--- src/design/spq_pkg.sv ---
// Shared types and constants for the sorted priority queue.
`default_nettype none
package spq_pkg;

	localparam int TAG_W      = 32;
	localparam int PRIO_W     = 8;
	localparam int STATUS_W   = 2;
	localparam int OCC_W      = 5;
	localparam int CAPACITY_D = 16;

	typedef enum logic {
		OP_INSERT = 1'b0,
		OP_DELETE = 1'b1
	} op_t;

	typedef enum logic [STATUS_W-1:0] {
		ST_DONE      = 2'd0,
		ST_UNDERFLOW = 2'd1,
		ST_OVERFLOW  = 2'd2
	} status_t;

	// Per-cycle command broadcast to every cell of the chain.
	typedef struct packed {
		logic ins;
		logic del;
	} cell_ctrl_t;

endpackage
`default_nettype wire

--- src/design/sorted_priority_queue.sv ---
// Top level of the sorted priority queue: cell chain, fill counter and result register.
// Bounded priority queue held as a chain of CAPACITY compare-and-shift cells kept in
// ascending priority order; equal priorities leave in arrival order. Every request
// (insert or delete head) is taken at once, so busy is never raised and a
// request may be issued on every clock. Its result appears on the result ports, marked
// by done, in the cycle after the request is taken and for that cycle only; the
// receiver must take it then. Insert and delete each complete without a busy state because
// every cell compares against the request and shifts in parallel. A delete of an
// empty queue reports underflow and an insert into a full one reports overflow and
// drops the item; occupancy shows the count after the request, low five bits.
`default_nettype none
module sorted_priority_queue #(
	parameter int CAPACITY = spq_pkg::CAPACITY_D
) (
	input  wire                              clk,
	input  wire                              arst_n,
	input  wire                              start,
	output logic                             busy,
	input  wire                              operation,
	input  wire [spq_pkg::TAG_W-1:0]         item_tag,
	input  wire [spq_pkg::PRIO_W-1:0]        priority_req,
	output logic                             done,
	output logic [spq_pkg::TAG_W-1:0]        out_tag,
	output logic [spq_pkg::PRIO_W-1:0]       out_priority,
	output logic [spq_pkg::STATUS_W-1:0]     status,
	output logic [spq_pkg::OCC_W-1:0]        occupancy
);

	localparam int COUNT_W = $clog2(CAPACITY + 1);
	localparam logic [COUNT_W-1:0] FULL = COUNT_W'(CAPACITY);

	logic [COUNT_W-1:0]        count_q;
	logic [COUNT_W-1:0]        count_d;
	logic                      done_q;
	logic [spq_pkg::TAG_W-1:0] tag_q;
	logic [spq_pkg::PRIO_W-1:0] prio_q;
	spq_pkg::status_t          status_q;
	spq_pkg::status_t          status_d;
	spq_pkg::cell_ctrl_t       ctrl;
	logic                      is_del;
	logic                      empty;
	logic                      full;
	logic [COUNT_W+spq_pkg::OCC_W-1:0] occ_ext;

	logic                       gt_w   [CAPACITY];
	logic [spq_pkg::TAG_W-1:0]  tag_w  [CAPACITY];
	logic [spq_pkg::PRIO_W-1:0] prio_w [CAPACITY];

	assign busy   = 1'b0;
	assign is_del = (spq_pkg::op_t'(operation) == spq_pkg::OP_DELETE);
	assign empty  = (count_q == '0);
	assign full   = (count_q == FULL);

	always_comb begin
		ctrl.ins = start && !is_del && !full;
		ctrl.del = start && is_del && !empty;
		count_d  = count_q;
		status_d = spq_pkg::ST_DONE;
		if (ctrl.ins) begin
			count_d = count_q + COUNT_W'(1);
		end else if (ctrl.del) begin
			count_d = count_q - COUNT_W'(1);
		end
		if (is_del && empty) begin
			status_d = spq_pkg::ST_UNDERFLOW;
		end else if (!is_del && full) begin
			status_d = spq_pkg::ST_OVERFLOW;
		end
	end

	for (genvar i = 0; i < CAPACITY; i++) begin : g_cell
		logic                       l_gt;
		logic [spq_pkg::TAG_W-1:0]  l_tag;
		logic [spq_pkg::PRIO_W-1:0] l_prio;
		logic [spq_pkg::TAG_W-1:0]  r_tag;
		logic [spq_pkg::PRIO_W-1:0] r_prio;

		if (i == 0) begin : g_head
			assign l_gt   = 1'b0;
			assign l_tag  = item_tag;
			assign l_prio = priority_req;
		end else begin : g_mid
			assign l_gt   = gt_w[i-1];
			assign l_tag  = tag_w[i-1];
			assign l_prio = prio_w[i-1];
		end

		// Tail slot keeps its contents on delete; it drops out of range anyway.
		if (i == CAPACITY - 1) begin : g_tail
			assign r_tag  = tag_w[i];
			assign r_prio = prio_w[i];
		end else begin : g_body
			assign r_tag  = tag_w[i+1];
			assign r_prio = prio_w[i+1];
		end

		spq_cell u_cell (
			.clk        (clk),
			.ctrl       (ctrl),
			.valid      (COUNT_W'(i) < count_q),
			.req_tag    (item_tag),
			.req_prio   (priority_req),
			.left_gt    (l_gt),
			.left_tag   (l_tag),
			.left_prio  (l_prio),
			.right_tag  (r_tag),
			.right_prio (r_prio),
			.gt         (gt_w[i]),
			.tag        (tag_w[i]),
			.prio       (prio_w[i])
		);
	end

	always_ff @(posedge clk or negedge arst_n) begin
		if (!arst_n) begin
			count_q  <= '0;
			done_q   <= 1'b0;
			status_q <= spq_pkg::ST_DONE;
		end else begin
			done_q <= start;
			if (start) begin
				count_q  <= count_d;
				status_q <= status_d;
			end
		end
	end

	// Head is read out only on a successful delete.
	always_ff @(posedge clk) begin
		if (start) begin
			tag_q  <= ctrl.del ? tag_w[0]  : '0;
			prio_q <= ctrl.del ? prio_w[0] : '0;
		end
	end

	assign occ_ext      = {{spq_pkg::OCC_W{1'b0}}, count_q};
	assign done         = done_q;
	assign out_tag      = tag_q;
	assign out_priority = prio_q;
	assign status       = status_q;
	assign occupancy    = occ_ext[spq_pkg::OCC_W-1:0];

	a_done_follows: assert property (@(posedge clk) disable iff (!arst_n)
		done_q == $past(start))
		else $error("result strobe does not follow request");

	a_count_bound: assert property (@(posedge clk) disable iff (!arst_n)
		count_q <= FULL)
		else $error("fill count beyond capacity");

	a_overflow_full: assert property (@(posedge clk) disable iff (!arst_n)
		start && !is_del && full |=> status_q == spq_pkg::ST_OVERFLOW
			&& $stable(count_q))
		else $error("insert into full queue not reported as overflow");

	a_head_sorted: assert property (@(posedge clk) disable iff (!arst_n)
		count_q >= COUNT_W'(2) |-> prio_w[0] <= prio_w[1])
		else $error("head entries out of order");

endmodule
`default_nettype wire

--- src/design/spq_cell.sv ---
// One slot of the sorted chain: holds an entry, shifts right on insert, left on delete.
`default_nettype none
module spq_cell (
	input  wire                            clk,
	input  wire spq_pkg::cell_ctrl_t       ctrl,
	input  wire                            valid,
	input  wire [spq_pkg::TAG_W-1:0]       req_tag,
	input  wire [spq_pkg::PRIO_W-1:0]      req_prio,
	input  wire                            left_gt,
	input  wire [spq_pkg::TAG_W-1:0]       left_tag,
	input  wire [spq_pkg::PRIO_W-1:0]      left_prio,
	input  wire [spq_pkg::TAG_W-1:0]       right_tag,
	input  wire [spq_pkg::PRIO_W-1:0]      right_prio,
	output logic                           gt,
	output logic [spq_pkg::TAG_W-1:0]      tag,
	output logic [spq_pkg::PRIO_W-1:0]     prio
);

	logic [spq_pkg::TAG_W-1:0]  tag_q;
	logic [spq_pkg::PRIO_W-1:0] prio_q;

	// An empty slot counts as "after" any request, so the chain stays monotonic.
	assign gt   = !valid || (prio_q > req_prio);
	assign tag  = tag_q;
	assign prio = prio_q;

	always_ff @(posedge clk) begin
		if (ctrl.del) begin
			tag_q  <= right_tag;
			prio_q <= right_prio;
		end else if (ctrl.ins && gt) begin
			if (left_gt) begin
				tag_q  <= left_tag;
				prio_q <= left_prio;
			end else begin
				tag_q  <= req_tag;
				prio_q <= req_prio;
			end
		end
	end

endmodule
`default_nettype wire
--- config.mk ---
export PLATFORM = sky130hd
export DESIGN_NAME = sorted_priority_queue
export DESIGN_NICKNAME = d
export VERILOG_FILES = /design/src/design/spq_pkg.sv /design/src/design/sorted_priority_queue.sv /design/src/design/spq_cell.sv
export SDC_FILE = /design/constraint.sdc
export NUM_CORES = 2
export LEC_CHECK = 0
export BUFFER_PORTS_ARGS = -buffer_cell sky130_fd_sc_hd__buf_2
export CORE_ASPECT_RATIO = 1.4
export CORE_MARGIN = 3
export CORE_UTILIZATION = 57
export CTS_CLUSTER_DIAMETER = 100
export DETAILED_ROUTE_END_ITERATION = 10
export GPL_TIMING_DRIVEN = 0
export PLACE_DENSITY = 0.87
export SETUP_SLACK_MARGIN = 0.4
export SKIP_CTS_REPAIR_TIMING = 1
export SYNTH_ARGS = -nofsm -noshare
export SYNTH_HDL_FRONTEND = slang
export SYNTH_HIERARCHICAL = 1
export SYNTH_SLANG_ARGS = --single-unit
--- constraint.sdc ---
create_clock -name clk -period 3.35 [get_ports clk]
set_input_delay 0 -clock clk [delete_from_list [all_inputs] [get_ports clk]]
set_output_delay 0 -clock clk [all_outputs]
set_load 0.05 [all_outputs]
==> impl_metrics.toml <==
[logic_synthesis]
yosysUniqueCellTypes = 47
synth_top_area_share = 0.533
yosysTopAreaCell = "edfxtp_1"
seq_area_frac_synth = 0.538
synth_area_sq_mm = 0.0383
synthFlopType = "edfxtp_1"
netlist_instances = 3418
yosysWarningCount = 6
yosys-top-cells-area = "edfxtp_1 53%, mux2i_1 17%, o21ai_0 8.4%"
ys_ff_latch = 688
syn_avg_cell_area_sq_um = 11.2
synth_edf_count = 680
ys_async_sr_fraction = 0.0116

[detailed_routing]
totalWireLength_um = 102000
drt_pass1_iterations = 6
wire_per_inst_um = 22.7
vias = 28800
postRouteAntennaNets = 0
remaining_drc_errors = 0
drt-initial-drc-count = 3457
vias_per_cell = 6.39

[global_routing]
grt_max_degree = 43
grt_busiest_layer = "met2"
grt_pass1_wl_um = 152000
grtUsageTotal = 0.271
use_met1 = 0.312
grt_pass1_vias = 29800
antenna_found_initial = 5
met3_usage = 0.0348
grtUsageMet2 = 0.493
grt_overflow = 0

[sta]
final.setup.worst_slack_ps = 368
slew_headroom = 0.340
clock.fmax_ghz = 0.335
skew_ps = 34.8
slew_viol_final = 0
setup_violations = 0
hold_viol_final = 0
worstMarginPinSlew_ps = 990
post-route-min-period_ps = 2980
finalCritPeriodShare = 0.890
rsz0062_at_grt = "yes"
fin_setup_tns_ps = 0

[cells_and_area]
fin_area_sq_mm = 0.0426
nets = 3786
final_cell_mix = "680 x edfxtp_1, 679 x nand2_1, 643 x o21ai_0, 640 x mux2i_1, 137 x clkbuf_1"
area_growth_pct = 11.2
seq_area_sq_mm = 0.0206
drive_gt1_frac = 0.104
fillers = 4727
multiInputGateArea_sq_mm = 0.0163
final_common_cell = "edfxtp_1"
layoutNonFillerInstCount = 4505
utilization = 0.646

[worst_setup_path]
crit_type = "reg2reg"
endpoint_kind = "flop"
crit_start = "occupancy[3]$_DFFE_PN0P_"
cp_slowest_cell = "dfrtp_1"
path_cells = "buf_2 > nor3_4 > nand2_1 > o211a_1 > a32oi_4 > clkbuf_2 > buf_4 > mux2i_1 > o21ai_0"
crit_required_ps = 3690
path_max_fanout = 10
r2r_start = "occupancy[3]$_DFFE_PN0P_"
start_kind = "flop"
crit_arrival_ps = 3320
cpPeakStageDelay_ps = 460

[clock_tree]
htree_levels = 3
cts_tree = "yes"
root_buffer = "clkbuf_16"
numCtsBuffers = 66
clkTransAtPathRegs_ps = 60
clock_sinks = 688
clk_latency_ps = 630
clockBufferDepth = 3

[flow_run]
max_cap_viol_count = 0

[min_path]
hold_path.class = "in2reg"
hold_path_startpoint = "start"

[placement]
placed_cell_area_sq_mm = 0.0400
dp.final_hpwl_um = 70600
port_buffers = 91
pre_cts_slack_ps = -188
place_inst = 4357
place.gp.congestion = 0.822

[status]
status = "finished, final reports clean"

[floorplanning]
io_pins = 93
die_y_um = 313
initial_core_util = 0.581
die_w_um = 225
core-area_sq_mm = 0.0660
placementRows = 111
die-area_sq_mm = 0.0704

[power]
power.density_mw_per_mm2 = 808
p_leak_nw = 17.6
vdd_drop_max_mv = 0.425
==> registers in the layout, summed over array words and instances, names as in the netlist <==
register	count
out_tag	32
status	2
occupancy	5
g_cell.u_cell/tag	512
out_priority	8
g_cell.u_cell/prio	128
done	1
==> final cells by class <==
| type | instances | share of cell area |
|---|---|---|
| clock inverters | 36 | 0.0117 |
| clock buffers | 79 | 0.0399 |
| diodes | 1 | 0.0000587 |
| inverters | 134 | 0.0118 |
| well taps | 847 | 0.0249 |
| flip-flops and latches | 688 | 0.484 |
| multi-input cells | 2376 | 0.383 |
| repair buffers | 106 | 0.0138 |
| plain buffers | 238 | 0.0305 |
==> metrics by stage <==
stage	hold slack (ps)	power, W
global route	16.6	0.0359
CTS	-812	0.0339
global placement	-150	0.0255
detailed placement	-150	0.0260
finish	1.46	0.0344
floorplan	-296	0.0228
==> synth_stat cells (2+ instances only) <==
master          number
and3_1              41
nand3_1              2
nand2_1            679
buf_2                3
nor2_1               4
o21ai_0            647
a21oi_1             34
nor2b_1             18
a21o_1              33
buf_4               65
or3_1                3
clkbuf_8             9
nor3_1               2
o2111ai_1           16
ha_1               132
buf_6                4
mux2i_1            640
dfrtp_1              8
and2_1               8
and4_1              33
dlymetal6s2s_1       9
inv_1              134
o211a_1             17
o21bai_1             3
edfxtp_1           680
clkbuf_1           148
a32oi_2             16
and2_2               9
nand2b_1             3
==> worst max-delay path: cells and delay by family, from the launching register on <==
family	cells	cell delay (ps)
buf+inv	3	750
compound gates	3	690
simple gates	2	510
flops	1	460
mux	1	270
==> per-layer routing <==
layer	up-vias	share of wire
met3	368	0.081
met5	-	0.00035
met4	6	0.046
met1	13900	0.36
met2	1608	0.52
li1	12900	-
==> worst paths after layout <==
kind | to | slack (ps) | cells after the start
worst max register to register | g_cell[1].u_cell/tag[22]$_DFFE_PP_ | 370 | 9
worst min-delay path | done$_DFF_PN0_ | 1 | 1
min in group asynchronous | occupancy[4]$_DFFE_PN0P_ | 340 | 3
worst max-delay path | g_cell[1].u_cell/tag[22]$_DFFE_PP_ | 370 | 9
max in group asynchronous | occupancy[4]$_DFFE_PN0P_ | 2730 | 3
worst min register to register | status[0]$_DFFE_PN0P_ | 500 | 1
==> logic make-up after synthesis <==
family	share of synthesized area
multiplexers	0.167
other	0.0000978
AO/OA/AOI/OAI	0.113
buffers and inverters	0.0481
adder cells (fa/ha/maj)	0.0431
AND/OR/NAND/NOR	0.0905
XOR/XNOR	0.000229
flip-flops	0.538
==> power breakdown <==
part           switching [W]  internal (W)  leakage [nW]
clock                0.00337       0.00450          1.08
sequential           0.00164        0.0129          6.68
combinational        0.00698       0.00503          9.88
No activity file was read; power rests on OpenSTA's default activity.
